File: src/rtl/cabf_pkg.sv
`timescale 1ns / 1ps
// ----------------------------------------------------------------------------
// cabf_pkg
// Operation codes and flag layout shared by the 8-bit alu and its checker.
// ----------------------------------------------------------------------------
package cabf_pkg;

  localparam int unsigned CMD_W   = 5;
  localparam int unsigned WORD_W  = 16;
  localparam int unsigned BYTE_W  = 8;
  localparam int unsigned BIDX_W  = 3;
  localparam int unsigned FLAG_W  = 4;

  // flag bit positions
  localparam int unsigned FLAG_Z = 3;
  localparam int unsigned FLAG_N = 2;
  localparam int unsigned FLAG_H = 1;
  localparam int unsigned FLAG_C = 0;

  typedef enum logic [CMD_W-1:0] {
    CMD_ADD       = 5'd0,
    CMD_ADC       = 5'd1,
    CMD_SUB       = 5'd2,
    CMD_SBC       = 5'd3,
    CMD_AND       = 5'd4,
    CMD_XOR       = 5'd5,
    CMD_OR        = 5'd6,
    CMD_CP        = 5'd7,
    CMD_INC       = 5'd8,
    CMD_DEC       = 5'd9,
    CMD_RLA       = 5'd10,
    CMD_RLCA      = 5'd11,
    CMD_RRA       = 5'd12,
    CMD_RRCA      = 5'd13,
    CMD_DAA       = 5'd14,
    CMD_CPL       = 5'd15,
    CMD_SCF       = 5'd16,
    CMD_CCF       = 5'd17,
    CMD_BIT       = 5'd18,
    CMD_ADD16     = 5'd19,
    CMD_SP_OFFSET = 5'd20
  } cmd_t;

  typedef logic [FLAG_W-1:0] flags_t;

  localparam logic [BYTE_W-1:0] DAA_LOW_ADJ  = 8'h06;
  localparam logic [BYTE_W-1:0] DAA_HIGH_ADJ = 8'h60;
  localparam logic [BYTE_W-1:0] DAA_LIMIT    = 8'h99;
  localparam logic [3:0]        NIBBLE_LIMIT = 4'h9;

  function automatic flags_t mkflags(input logic z, input logic n, input logic h,
                                     input logic c);
    flags_t f;
    f = '0;
    f[FLAG_Z] = z;
    f[FLAG_N] = n;
    f[FLAG_H] = h;
    f[FLAG_C] = c;
    return f;
  endfunction

endpackage

File: src/rtl/cpu_alu_with_bcd_flags.sv
`timescale 1ns / 1ps
// ----------------------------------------------------------------------------
// cpu_alu_with_bcd_flags
// 8-bit cpu alu with decimal adjust, 16-bit add and sp offset add.
//
//   channel  direction  handshake            payload
//   in       sink       in_valid / in_ready  command first_operand second_operand
//                                            bit_index flags_in
//   out      source     out_valid/out_ready  result flags_out
//
// one item per cycle sustained while out is not stalled; each item passes the input
// register, then the result register after one pass of the alu logic.
// rst is synchronous and clears both valid bits only.
// a stalled output holds its item while the input register still takes one
// more; in_ready drops only when both registers are full and out is stalled.
// ----------------------------------------------------------------------------
module cpu_alu_with_bcd_flags (
  input  logic                          clk,
  input  logic                          rst,
  input  logic                          in_valid,
  output logic                          in_ready,
  input  logic [cabf_pkg::CMD_W-1:0]    command,
  input  logic [cabf_pkg::WORD_W-1:0]   first_operand,
  input  logic [cabf_pkg::WORD_W-1:0]   second_operand,
  input  logic [cabf_pkg::BIDX_W-1:0]   bit_index,
  input  logic [cabf_pkg::FLAG_W-1:0]   flags_in,
  output logic                          out_valid,
  input  logic                          out_ready,
  output logic [cabf_pkg::WORD_W-1:0]   result,
  output logic [cabf_pkg::FLAG_W-1:0]   flags_out
);
  import cabf_pkg::*;

  logic                s1_valid;
  logic [CMD_W-1:0]    s1_cmd;
  logic [WORD_W-1:0]   s1_op1;
  logic [WORD_W-1:0]   s1_op2;
  logic [BIDX_W-1:0]   s1_bidx;
  flags_t              s1_flags;

  logic                out_adv;
  logic [WORD_W-1:0]   result_next;
  flags_t              flags_out_next;

  assign out_adv  = !out_valid || out_ready;
  assign in_ready = !s1_valid || out_adv;

  always_ff @(posedge clk) begin
    if (rst) begin
      s1_valid <= 1'b0;
    end else if (in_ready) begin
      s1_valid <= in_valid;
    end
    if (in_ready) begin
      s1_cmd   <= command;
      s1_op1   <= first_operand;
      s1_op2   <= second_operand;
      s1_bidx  <= bit_index;
      s1_flags <= flags_in;
    end
  end

  always_ff @(posedge clk) begin
    if (rst) begin
      out_valid <= 1'b0;
    end else if (out_adv) begin
      out_valid <= s1_valid;
    end
    if (out_adv) begin
      result    <= result_next;
      flags_out <= flags_out_next;
    end
  end

  logic [BYTE_W-1:0] a;
  logic [BYTE_W-1:0] b;
  logic              zi, ni, hi, ci, t;
  logic [BYTE_W:0]   sum9;
  logic [4:0]        hsum;
  logic [BYTE_W:0]   diff9;
  logic [4:0]        hdiff;
  logic [BYTE_W-1:0] adj;
  logic [BYTE_W-1:0] daa_res;
  logic              daa_c;
  logic [WORD_W:0]   sum17;
  logic [12:0]       hsum16;
  logic [WORD_W-1:0] sp_sum;
  logic [4:0]        sp_h;
  logic [BYTE_W:0]   sp_c;
  logic [BYTE_W-1:0] r8;

  always_comb begin
    a  = s1_op1[BYTE_W-1:0];
    b  = s1_op2[BYTE_W-1:0];
    zi = s1_flags[FLAG_Z];
    ni = s1_flags[FLAG_N];
    hi = s1_flags[FLAG_H];
    ci = s1_flags[FLAG_C];
    t  = ci && (s1_cmd == CMD_ADC || s1_cmd == CMD_SBC);

    sum9  = {1'b0, a} + {1'b0, b} + {{BYTE_W{1'b0}}, t};
    hsum  = {1'b0, a[3:0]} + {1'b0, b[3:0]} + {4'b0, t};
    diff9 = {1'b0, a} - {1'b0, b} - {{BYTE_W{1'b0}}, t};
    hdiff = {1'b0, a[3:0]} - {1'b0, b[3:0]} - {4'b0, t};

    adj   = '0;
    daa_c = ci;
    if (ni) begin
      if (hi) adj = adj | DAA_LOW_ADJ;
      if (ci) adj = adj | DAA_HIGH_ADJ;
      daa_res = a - adj;
    end else begin
      if (hi || a[3:0] > NIBBLE_LIMIT) adj = adj | DAA_LOW_ADJ;
      if (ci || a > DAA_LIMIT) begin
        adj   = adj | DAA_HIGH_ADJ;
        daa_c = 1'b1;
      end
      daa_res = a + adj;
    end

    sum17  = {1'b0, s1_op1} + {1'b0, s1_op2};
    hsum16 = {1'b0, s1_op1[11:0]} + {1'b0, s1_op2[11:0]};
    sp_sum = s1_op1 + {{(WORD_W-BYTE_W){b[BYTE_W-1]}}, b};
    sp_h   = {1'b0, s1_op1[3:0]} + {1'b0, b[3:0]};
    sp_c   = {1'b0, s1_op1[BYTE_W-1:0]} + {1'b0, b};

    r8             = a;
    result_next    = s1_op1;
    flags_out_next = s1_flags;

    case (s1_cmd)
      CMD_ADD, CMD_ADC: begin
        r8             = sum9[BYTE_W-1:0];
        flags_out_next = mkflags(r8 == '0, 1'b0, hsum[4], sum9[BYTE_W]);
      end
      CMD_SUB, CMD_SBC: begin
        r8             = diff9[BYTE_W-1:0];
        flags_out_next = mkflags(r8 == '0, 1'b1, hdiff[4], diff9[BYTE_W]);
      end
      CMD_CP: begin
        flags_out_next = mkflags(diff9[BYTE_W-1:0] == '0, 1'b1, hdiff[4], diff9[BYTE_W]);
      end
      CMD_AND: begin
        r8             = a & b;
        flags_out_next = mkflags(r8 == '0, 1'b0, 1'b1, 1'b0);
      end
      CMD_XOR: begin
        r8             = a ^ b;
        flags_out_next = mkflags(r8 == '0, 1'b0, 1'b0, 1'b0);
      end
      CMD_OR: begin
        r8             = a | b;
        flags_out_next = mkflags(r8 == '0, 1'b0, 1'b0, 1'b0);
      end
      CMD_INC: begin
        r8             = a + 8'd1;
        flags_out_next = mkflags(r8 == '0, 1'b0, a[3:0] == 4'hF, ci);
      end
      CMD_DEC: begin
        r8             = a - 8'd1;
        flags_out_next = mkflags(r8 == '0, 1'b1, a[3:0] == 4'h0, ci);
      end
      CMD_RLA: begin
        r8             = {a[BYTE_W-2:0], ci};
        flags_out_next = mkflags(1'b0, 1'b0, 1'b0, a[BYTE_W-1]);
      end
      CMD_RLCA: begin
        r8             = {a[BYTE_W-2:0], a[BYTE_W-1]};
        flags_out_next = mkflags(1'b0, 1'b0, 1'b0, a[BYTE_W-1]);
      end
      CMD_RRA: begin
        r8             = {ci, a[BYTE_W-1:1]};
        flags_out_next = mkflags(1'b0, 1'b0, 1'b0, a[0]);
      end
      CMD_RRCA: begin
        r8             = {a[0], a[BYTE_W-1:1]};
        flags_out_next = mkflags(1'b0, 1'b0, 1'b0, a[0]);
      end
      CMD_DAA: begin
        r8             = daa_res;
        flags_out_next = mkflags(daa_res == '0, ni, 1'b0, daa_c);
      end
      CMD_CPL: begin
        r8             = ~a;
        flags_out_next = mkflags(zi, 1'b1, 1'b1, ci);
      end
      CMD_SCF: begin
        flags_out_next = mkflags(zi, 1'b0, 1'b0, 1'b1);
      end
      CMD_CCF: begin
        flags_out_next = mkflags(zi, 1'b0, 1'b0, !ci);
      end
      CMD_BIT: begin
        flags_out_next = mkflags(!a[s1_bidx], 1'b0, 1'b1, ci);
      end
      default: begin
      end
    endcase

    case (s1_cmd)
      CMD_ADD16: begin
        result_next    = sum17[WORD_W-1:0];
        flags_out_next = mkflags(zi, 1'b0, hsum16[12], sum17[WORD_W]);
      end
      CMD_SP_OFFSET: begin
        result_next    = sp_sum;
        flags_out_next = mkflags(1'b0, 1'b0, sp_h[4], sp_c[BYTE_W]);
      end
      default: begin
        if (s1_cmd <= CMD_BIT) begin
          result_next = {{(WORD_W-BYTE_W){1'b0}}, r8};
        end
      end
    endcase
  end

endmodule

File: config.mk
export PLATFORM = sky130hd
export DESIGN_NAME = cpu_alu_with_bcd_flags
export DESIGN_NICKNAME = d
export VERILOG_FILES = /design/src/rtl/cabf_pkg.sv /design/src/rtl/cpu_alu_with_bcd_flags.sv
export SDC_FILE = /design/constraint.sdc
export NUM_CORES = 1
export LEC_CHECK = 0
export ABC_AREA = 1
export BUFFER_PORTS_ARGS = -buffer_cell sky130_fd_sc_hd__buf_2
export CAP_MARGIN = 0
export CORE_AREA = 10 10 101 139
export CTS_CLUSTER_SIZE = 16
export DETAILED_ROUTE_END_ITERATION = 6
export DIE_AREA = 0 0 111 149
export PLACE_DENSITY = 0.78
export SYNTH_ARGS = -nofsm -noshare
export SYNTH_HDL_FRONTEND = slang
export SYNTH_SLANG_ARGS = --single-unit
File: constraint.sdc
create_clock -name clk -period 3.4 [get_ports clk]
set_input_delay 0.51 -clock clk [delete_from_list [all_inputs] [get_ports clk]]
set_output_delay 0.51 -clock clk [all_outputs]
set_load 0.03 [all_outputs]
# [Word level (Yosys, flattened, before mapping)]
# Cells that the tools add are included.
[word_totals] reg_bits=66 latchBits=0 mem_bits_rw=0 rom_bits=0 inputBits=48 output_inout_bits=22 wordCells=94 memories=0
[classes] addsub=15 multipliers=0 div=0 magnitude_cmp=4 eq_ne=21 n_shift=0 muxes=16 bitwise_logic=4 reduce_logical=25
[op_table] op="$pmux W8 S13" count=1
[op_table] op="$logic_not A8 Y1" count=8
[op_table] op="$pmux W4 S14" count=1
[op_table] op="$eq A5 B4 Y1 const B" count=8
[op_table] op="$pmux W16 S2" count=1
[op_table] op="$eq A5 B5 Y1 const B" count=5
[op_table] op="$mux W8" count=3
[op_table] op="$eq A5 B3 Y1 const B" count=4
[op_table] op="$add A16 B16 Y17" count=1
[op_table] op="$add A16 B16 Y16" count=1
[op_table] op="$mux W16" count=1
[op_table] op="$mux W7" count=2
[op_table] op="$add A12 B12 Y13" count=1
[op_table] op="$eq A5 B2 Y1 const B" count=2
[op_table] op="$add A8 B8 Y9" count=1
[op_table] op="$add A9 B1 Y9" count=1
[op_table] op="$sub A8 B8 Y9" count=1
[op_table] op="$sub A9 B1 Y9" count=1
[op_table] op="$add A8 B1 Y8 const B" count=1
[op_table] op="$add A8 B8 Y8" count=1
[op_table] op="$and A8 B8 Y8" count=1
[op_table] op="$gt A8 B8 Y1 const B" count=1
[op_table] op="$not A8 Y8" count=1
[op_table] op="$or A8 B8 Y8" count=1
[op_table] op="23 further kinds" count=36

# [Longest topological paths before layout]
# Gate-level depths: netlist of run 1.
[logic_depth] word_depth=10 depth_mapped=21 mapped_depth_nobuf=20

# [Worst setup path before layout of run 1]
# No wires, ideal clock.
[synth_timing] path_kind="register to register" from="register s1_op1[1]" to="register flags_out[3] (netlist bit) (data pin)" setup_ns=0.252 arrival_ns=2.922 t_required_ns=3.148 slack_ns=0.226 path_stages_with_launch=21 path_buffers=1 synth_period_minus_slack_ns=3.174 cell_sequence="edfxtp_1 -> buf_2 -> inv_1 -> ha_1 -> o21ai_0 -> nand2_1 -> nor2_1 -> o21ai_0 -> nand2_1 -> inv_1 -> ha_1 -> nand2_1 -> nand2_1 -> ha_1 -> nand4_1 -> nand3_1 -> xor2_1 -> nand3b_1 -> nand4_1 -> nand2_1 -> nand2_1"
[synth_between] elab_chain_len=10 elab_cells_between_ends=32 classes_between="8 x add/sub; 2 x order compare; 8 x mux; 3 x bitwise; 11 x reduce/logical"
[synth_rtl] element="start: declaration" line="cpu_alu_with_bcd_flags.sv:36" text="logic [WORD_W-1:0] s1_op1;"
[synth_rtl] element="start signal: assignment" line="cpu_alu_with_bcd_flags.sv:56" text="s1_op1 <= first_operand;"
[synth_rtl] element="$gt A4 B4 Y1" line="cpu_alu_with_bcd_flags.sv:113" text="if (hi || a[3:0] > NIBBLE_LIMIT) adj = adj | DAA_LOW_ADJ;"
[synth_rtl] element="$logic_or A1 B1 Y1" line="cpu_alu_with_bcd_flags.sv:113"
[synth_rtl] element="$mux W3" line="cpu_alu_with_bcd_flags.sv:113"
[synth_rtl] element="$mux W7" line="cpu_alu_with_bcd_flags.sv:114" text="if (ci || a > DAA_LIMIT) begin"
[synth_rtl] element="$mux W8" line="cpu_alu_with_bcd_flags.sv:108" text="if (ni) begin"
[synth_rtl] element="$add A8 B8 Y8" line="cpu_alu_with_bcd_flags.sv:118" text="daa_res = a + adj;"
[synth_rtl] element="$mux W8" line="cpu_alu_with_bcd_flags.sv:108"
[synth_rtl] element="$logic_not A8 Y1" line="cpu_alu_with_bcd_flags.sv:181" text="flags_out_next = mkflags(daa_res == '0, ni, 1'b0, daa_c);"
[synth_rtl] element="$pmux W4 S14 (*)" line="cpu_alu_with_bcd_flags.sv:131" text="case (s1_cmd)"
[synth_rtl] element="$pmux W4 S2 (*)" line="cpu_alu_with_bcd_flags.sv:200" text="case (s1_cmd)"
[synth_rtl] element="via flags_out_next[3]" line="cpu_alu_with_bcd_flags.sv:43" text="flags_t flags_out_next;"
[synth_rtl] element="end signal: assignment" line="cpu_alu_with_bcd_flags.sv:71" text="flags_out <= flags_out_next;"
[synth_rtl] element="end: declaration" line="cpu_alu_with_bcd_flags.sv:30" text="output logic [cabf_pkg::FLAG_W-1:0] flags_out"
# Mark *: on every way through the listed nets, which the timed path passes. The rest lies on a longest branch. The select of a mux whose other input is x is not followed.
# A chain may end at the register's enable or synchronous reset.

# [Worst setup path in the final report of run 1]
[layout_timing] from="register s1_cmd[3]" to="register result[5] (netlist bit) (data pin)"
[layout_between] elab_chain_len=7 elab_cells_between_ends=27 classes_between="2 x add/sub; 1 x order compare; 16 x eq/ne; 3 x mux; 5 x reduce/logical"
[layout_rtl] element="start: declaration" line="cpu_alu_with_bcd_flags.sv:35" text="logic [CMD_W-1:0] s1_cmd;"
[layout_rtl] element="start signal: assignment" line="cpu_alu_with_bcd_flags.sv:55" text="s1_cmd <= command;"
[layout_rtl] element="$eq A5 B1 Y1 / $eq A5 B2 Y1 (equally long branches)" line="cpu_alu_with_bcd_flags.sv:99, cpu_alu_with_bcd_flags.sv:131"
[layout_rtl] element="$logic_or A1 B1 Y1" line="cpu_alu_with_bcd_flags.sv:99" text="t = ci && (s1_cmd == CMD_ADC || s1_cmd == CMD_SBC);"
[layout_rtl] element="$logic_and A1 B1 Y1" line="cpu_alu_with_bcd_flags.sv:99"
[layout_rtl] element="$sub A9 B1 Y9 / $add A9 B1 Y9 (equally long branches)" line="cpu_alu_with_bcd_flags.sv:103, cpu_alu_with_bcd_flags.sv:101"
[layout_rtl] element="$pmux W8 S13" line="cpu_alu_with_bcd_flags.sv:131"
[layout_rtl] element="$mux W16" line="cpu_alu_with_bcd_flags.sv:210" text="if (s1_cmd <= CMD_BIT) begin"
[layout_rtl] element="$pmux W16 S2 (*)" line="cpu_alu_with_bcd_flags.sv:200"
[layout_rtl] element="via result_next[5]" line="cpu_alu_with_bcd_flags.sv:42" text="logic [WORD_W-1:0] result_next;"
[layout_rtl] element="end signal: assignment" line="cpu_alu_with_bcd_flags.sv:70" text="result <= result_next;"
[layout_rtl] element="end: declaration" line="cpu_alu_with_bcd_flags.sv:29" text="output logic [cabf_pkg::WORD_W-1:0] result,"
# Mark *: on every way through the listed nets, which the timed path passes. The rest lies on a longest branch.

==> results of run 1 <==
-- area by class of cell --
| class | instances | area [um2] | area share, % |
|---|---|---|---|
| multi-input cells | 646 | 3770 | 52.3 |
| repair buffers | 95 | 541 | 7.50 |
| clock inverters | 5 | 78.8 | 1.09 |
| well taps | 147 | 184 | 2.55 |
| clock buffers | 11 | 243 | 3.37 |
| flip-flops and latches | 66 | 1960 | 27.2 |
| inverters | 114 | 430 | 5.97 |
-- power by group through the flow --
| stage | clock [W] | combinational (W) | sequential [W] |
|---|---|---|---|
| floorplan | 0 | 0.000562 | 0.00110 |
| global placement | 0 | 0.000894 | 0.00103 |
| detailed placement | 0 | 0.000899 | 0.00103 |
| CTS | 0.00104 | 0.000904 | 0.00102 |
| global route | 0.00107 | 0.00102 | 0.00102 |
| finish | 0.00103 | 0.000928 | 0.00102 |
-- metal layers --
layer | up-vias | wire [um]
li1 | 3042 | -
met1 | 2935 | 7830
met2 | 307 | 10200
met3 | 97 | 1390
met4 | 0 | 1760
met5 | - | 0
-- cell families after synthesis --
family	count (synthesis)
flip-flops	66
AND/OR/NAND/NOR	425
adder cells (fa/ha/maj)	64
buffers and inverters	122
XOR/XNOR	23
AO/OA/AOI/OAI	134
-- timing repair --
item | in CTS | in global routing
hold endpoints to repair | 0 | 0
resized for setup | 0 | 1
endpoints found under the setup margin | 0 | 1
setup buffers | 0 | 1
-- cells in the final DEF (no fill, tap or decap), types with 3 or more instances in the layout --
| cell type | Yosys | layout |
|---|---|---|
| nand2_1 | 193 | 193 |
| inv_1 | 96 | 96 |
| nand3_1 | 87 | 86 |
| nor2_1 | 80 | 80 |
| buf_2 | 3 | 69 |
| edfxtp_1 | 64 | 64 |
| ha_1 | 61 | 61 |
| a21oi_1 | 54 | 53 |
| o21ai_0 | 26 | 26 |
| buf_4 | 1 | 26 |
| nand4_1 | 22 | 22 |
| xor2_1 | 19 | 19 |
| inv_2 | 16 | 16 |
| o22ai_1 | 14 | 14 |
| clkbuf_16 | 0 | 9 |
| o21ai_1 | 8 | 8 |
| nand2_2 | 7 | 7 |
| nor2_4 | 5 | 5 |
| nor4_1 | 5 | 5 |
| nand3_2 | 3 | 4 |
| a21o_1 | 4 | 4 |
| a31oi_1 | 4 | 4 |
| nor2_2 | 4 | 4 |
| nor3_1 | 4 | 4 |
| or2_2 | 4 | 4 |
| a221oi_1 | 4 | 4 |
| xnor2_1 | 4 | 4 |
| o21bai_1 | 3 | 3 |
| a22oi_1 | 3 | 3 |
| nand3b_1 | 3 | 3 |
| o211ai_1 | 3 | 3 |
| fa_1 | 3 | 3 |
-- metrics by stage --
stage | setup slack, ps | power (W) | std cells
after floorplan | 226 | 0.00166 | 834
after global placement | 264 | 0.00192 | 1067
after detailed placement | 220 | 0.00193 | 1067
after CTS | 197 | 0.00296 | 1083
after global routing | -13.8 | 0.00311 | 1084
final | 207 | 0.00297 | 1084
-- worst paths after layout --
path / start / endpoint / slack (ps) / depth (start not counted)
max: s1_cmd[3]$_DFFE_PP_ / result[5]$_DFFE_PP_ / 210 / 17
min reg2reg: s1_valid$_SDFFE_PP0P_ / out_valid$_SDFFE_PP0P_ / 460 / 2
min: first_operand[2] / s1_op1[2]$_DFFE_PP_ / 330 / 1
max reg2reg: s1_cmd[3]$_DFFE_PP_ / result[5]$_DFFE_PP_ / 210 / 17
-- registers in the layout, summed over array words and instances, names as in the netlist --
register,flops
s1_op1,16
s1_bidx,3
out_valid,1
flags_out,4
s1_cmd,5
s1_op2,16
s1_flags,4
s1_valid,1
result,16
-- worst max-delay path, delay by kind of cell (launching register included) --
kind / cells / cell delay, ps
AND/OR/NAND/NOR: 7 / 830
AO/OA/AOI/OAI: 3 / 400
flip-flops: 1 / 430
adder cells (fa/ha/maj): 2 / 700
XOR/XNOR: 1 / 200
buffers and inverters: 4 / 380
==> impl_metrics.csv, run 1 <==
group,metric,value,unit
drt,routed_wl,21200,um
logic_synthesis,synth.yosys.seq_area_share,31.6,%
global_routing,globalRoute.busiestLayer,"met2",
logic_synthesis,synth_edf_count,64,
power,cellPowerDensity,412,mW/mm2
flow_run,max_cap_viol_count,0,
floorplan,chipWidth,111,um
logic_synthesis,syn_area_per_cell,7.45,um2
logic_synthesis,synthCells,834,
sta,slew_headroom,27.5,%
logic_synthesis,synth_seq_cells,66,
global_routing,antenna_found_initial,0,
logic_synthesis,syn_nets,946,
placed_design,gp_congestion,1.03,
sta,hold_violations,0,
clock_tree,cts_sinks,66,
global_routing,grt_max_degree,25,
sta,maxSlewViolCount,0,
logic_synthesis,synthFlopType,"edfxtp_1",
drt,viasPerCell,5.89,
floorplan,ioPinCount,70,
cells_and_area,n_antenna_cell,0,
sta,whs,332,ps
clock_tree,cts-hold-fix-buffers,0,
global_routing,use_met1,26.2,%
logic_synthesis,synth.area.mux_share,0,%
critical_path,worstPathArrival,3290,ps
critical_path,critPathMaxStageDelay,530,ps
logic_synthesis,synth_commonest_cells,"193 x nand2_1, 96 x inv_1, 87 x nand3_1",
logic_synthesis,synthTopCellsByArea,"edfxtp_1 31%, ha_1 12%, nand2_1 12%",
sta,tightest_slew,1090,ps
placed_design,io_buffer_count,69,
global_routing,use_met3,4.87,%
cells_and_area,fill_cells,1078,
critical_path,required,3490,ps
logic_synthesis,synth-async-reset-ratio,0,%
floorplan,coreArea,0.0116,mm2
cells_and_area,nNetsFinal,1044,
cells_and_area,utilization,62.2,%
clock_tree,cts.path.max_buffers,2,
cells_and_area,area_growth_syn_to_layout,16.0,%
logic_synthesis,synth-warning-count,0,
power,ir_drop,0.000341,V
global_routing,grt_use_met2,43.2,%
floorplan,row_count,47,
floorplan,die_h,149,um
clock_tree,cts_tree,"done",
sta,setup_viol_count_final,0,
logic_synthesis,yosysMostFrequentCell,"nand2_1",
power,p_sw,0.00103,W
critical_path,setup.worst_path.start_class,"register",
run_status,run_status,"finished clean",
logic_synthesis,synth_top_cell_area_share,30.9,%
drt,drc,0,
sta,fin_worst_skew,10.6,ps
critical_path,timing.critical_path.cells,"nor2_4, inv_1, nor4_1, buf_4, inv_1, fa_1, inv_1, ha_1, o21ai_0, nand2_1, a21oi_2, xor2_1, nor2_1, nor3_2, nand3_1, nand2_1, o21ai_1",
global_routing,grt_pass1_wl,33300,um
floorplan,dieArea,0.0165,mm2
cells_and_area,design_area,0.00721,mm2
logic_synthesis,synth_compound_area_share,12.6,%
power,power_frac_seq,34.2,%
logic_synthesis,synth-simple-area-share,31.4,%
clock_tree,htree_levels,3,
drt,antenna_left,0,
logic_synthesis,synth_adder_area_share,13.2,%
clock_tree,numCtsBuffers,9,
clock_tree,cts-root-buf,"clkbuf_16",
global_routing,grt_use_total,25.2,%
critical_path,crit_type,"register to register",
global_routing,grt_pass1_vias,6392,
power,p_leak,3.51,nW
critical_path,path_common_cell,"inv_1",
logic_synthesis,syn_area,0.00622,mm2
logic_synthesis,synth_top_family_by_area,"simple AND/OR/NAND/NOR gates",
placed_design,place_area,0.00688,mm2
drt,drt_first_pass_iters,5,
critical_path,critPathMaxFanout,3,
drt,drt_iter0_drc,518,
sta,fin_crit_sh,93.9,%
cells_and_area,drive_above_1_share,17.3,%
placed_design,hpwlAfterDp,16900,um
power,pwr-share-clk,34.6,%
drt,vias,6381,
floorplan,start_util,53.7,%
critical_path,cp_slowest_cell,"fa_1",
sta,min_period,3190,ps
sta,tns,0,ps
critical_path,endpoint_kind,"register",
sta,rsz0062_at_grt,"yes",
logic_synthesis,yosysTopAreaCell,"edfxtp_1",
power,pwr-share-comb,31.2,%
clock_tree,cts.clk_slew.worst_paths,70,ps
logic_synthesis,synth-xor-area-share,3.24,%
clock_tree,clkLatencyLatePin,350,ps
power,swShare,34.7,%
hold_path,hp-class,"input pin to register",
global_routing,grt.overflow.total,0,
drt,avgRoutedWirePerCell,19.5,um
sta,clock.fmax,313,MHz
power,power.internal,0.00194,W
logic_synthesis,yosysUniqueCellTypes,50,
No activity file was read; power rests on OpenSTA's default activity.
==> inputs of run 2 (changes only) <==
--- a/config.mk
+++ b/config.mk
@@ -8,11 +8,11 @@
 export ABC_AREA = 1
 export BUFFER_PORTS_ARGS = -buffer_cell sky130_fd_sc_hd__buf_2
 export CAP_MARGIN = 0
-export CORE_AREA = 10 10 101 139
+export CORE_AREA = 10 10 98 134
 export CTS_CLUSTER_SIZE = 16
 export DETAILED_ROUTE_END_ITERATION = 6
-export DIE_AREA = 0 0 111 149
-export PLACE_DENSITY = 0.78
+export DIE_AREA = 0 0 108 144
+export PLACE_DENSITY = 0.8
 export SYNTH_ARGS = -nofsm -noshare
 export SYNTH_HDL_FRONTEND = slang
 export SYNTH_SLANG_ARGS = --single-unit
==> constraint.sdc (replaced) <==
create_clock -name clk -period 3.3 [get_ports clk]
set_input_delay 0.495 -clock clk [delete_from_list [all_inputs] [get_ports clk]]
set_output_delay 0.495 -clock clk [all_outputs]
set_load 0.03 [all_outputs]
==> impl_metrics.csv, run 2 (same netlist as run 1, synthesis figures left out) <==
group,metric,value,unit
floorplan,dieArea,0.0156,mm2
drt,vias,6487,
critical_path,reg2reg_slack,50,ps
placed_design,io_buffer_count,69,
clock_tree,htree_levels,3,
sta,whs,323,ps
global_routing,grt.overflow.total,0,
sta,rsz0062_at_grt,"yes",
placed_design,gp_congestion,1.06,
critical_path,setup.worst_path.start_class,"register",
placed_design,dp_cells,1066,
cells_and_area,n_antenna_cell,0,
critical_path,cp_slowest_cell,"edfxtp_1",
critical_path,crit_type,"register to register",
cells_and_area,fill_cells,931,
floorplan,coreArea,0.0108,mm2
global_routing,grt_pass1_vias,6273,
cells_and_area,multi_input_area,0.00384,mm2
cells_and_area,final_cell_mix,"192 x nand2_1, 92 x inv_1, 86 x nand3_1, 80 x nor2_1, 69 x buf_2",
sta,clock.fmax,308,MHz
global_routing,grt_pass1_wl,33300,um
critical_path,required,3390,ps
hold_path,hp-class,"input pin to register",
sta,hold_violations,0,
drt,routed_wl,21500,um
clock_tree,clkLatencyLatePin,340,ps
placed_design,dp_slack,0.0828,ps
cells_and_area,top_regs,"result: 16 flops, s1_op1: 16 flops, s1_op2: 16 flops",
global_routing,grt_use_total,27.8,%
floorplan,ioPinCount,70,
cells_and_area,final_common_cell,"nand2_1",
cells_and_area,stdcell_count,1088,
drt,viasPerCell,5.96,
clock_tree,cts.clk_slew.worst_paths,60,ps
floorplan,die_h,144,um
sta,min_period,3250,ps
sta,setup_viol_count_final,0,
critical_path,worstPathBufferInverterCount,3,
sta,maxSlewViolCount,0,
sta,fin_worst_skew,8.74,ps
cells_and_area,drive_above_1_share,19.5,%
drt,drt_first_pass_iters,6,
critical_path,critPathMaxFanout,3,
drt,avgRoutedWirePerCell,19.7,um
drt,drc,0,
clock_tree,cts-hold-fix-buffers,0,
sta,fin_crit_sh,98.5,%
power,ir_drop,0.000329,V
flow_run,max_cap_viol_count,0,
placed_design,hpwlAfterDp,16500,um
global_routing,grt_max_degree,46,
clock_tree,cts_tree,"done",
floorplan,start_util,57.8,%
cells_and_area,area_growth_syn_to_layout,18.1,%
clock_tree,cts-root-buf,"clkbuf_16",
critical_path,timing.critical_path.cells,"nor2_4, inv_2, nor4_4, buf_4, inv_2, fa_2, fa_1, o21ai_0, nand2_1, xor2_1, o21ai_1, nor2_1, nand3_1, o21ai_1, nand2_1",
cells_and_area,nNetsFinal,1054,
power,cellPowerDensity,420,mW/mm2
critical_path,critPathMaxStageDelay,430,ps
cells_and_area,seq_area,0.00196,mm2
clock_tree,cts.path.max_buffers,2,
run_status,run_status,"finished clean",
power,report.power.total,0.00308,W
critical_path,crit_family,"simple AND/OR/NAND/NOR gates",
sta,slew_headroom,23.9,%
drt,antenna_left,0,
sta,tightest_slew,1140,ps
clock_tree,cts_sinks,66,
floorplan,row_count,45,
cells_and_area,utilization,68.3,%
clock_tree,numCtsBuffers,9,
critical_path,endpoint_kind,"register",
drt,drt_iter0_drc,518,
critical_path,worstPathArrival,3340,ps
floorplan,chipWidth,108,um
global_routing,antenna_found_initial,0,
power,p_leak,3.56,nW
sta,worst_slack,48.8,ps
run 2: power breakdown:
group	total [W]	switching (W)	internal [W]	leakage [nW]
clock network	0.00104	0.000381	0.000664	0.149
registers	0.00104	0.0000457	0.000999	0.702
logic	0.000994	0.000657	0.000337	2.71
run 2: through the flow:
stage / setup TNS (ps) / area [um2]
after floorplan: 0 / 6220
after global placement: 0 / 6910
after detailed placement: 0 / 6910
after CTS: 0 / 7230
after global routing: -461 / 7340
final: 0 / 7340
run 2: repair_timing:
item / CTS / global route
resized for setup: 1 / 17
setup endpoints to repair: 2 / 9
endpoints found under the hold margin: 0 / 0
pin swaps: 0 / 11
setup buffers: 0 / 6
run 2: routing by layer:
metal	up-vias	global-route usage, %	wire length, um
met2	377	47.3	10500
met4	0	18.7	1520
met1	2954	30.2	7700
li1	3060	-	-
met3	96	5.88	1740
met5	-	0	0
run 2: cell type report:
class / count / share of cell area [%]
multi-input combinational: 646 / 52.3
sequential: 66 / 26.7
timing repair buffer: 105 / 8.38
inverter: 114 / 5.86
clock buffer: 10 / 3.12
tap: 141 / 2.40
clock inverter: 6 / 1.26
run 2: path summary, 6_finish.rpt:
check | to | depth (start not counted) | startpoint
hold / removal | s1_valid$_SDFFE_PP0P_ | 2 | rst
setup / recovery | result[4]$_DFFE_PP_ | 15 | s1_cmd[2]$_DFFE_PP_
hold reg to reg | out_valid$_SDFFE_PP0P_ | 2 | s1_valid$_SDFFE_PP0P_
setup reg to reg | result[4]$_DFFE_PP_ | 15 | s1_cmd[2]$_DFFE_PP_
run 2: worst reg2reg max path: stages (launching register included):
cell	delay, ps
edfxtp_1	430
nor2_4	150
inv_2	60
nor4_4	280
buf_4	180
inv_2	40
fa_2	380
fa_1	410
o21ai_0	240
nand2_1	140
xor2_1	210
o21ai_1	90
nor2_1	130
nand3_1	80
o21ai_1	130
nand2_1	60
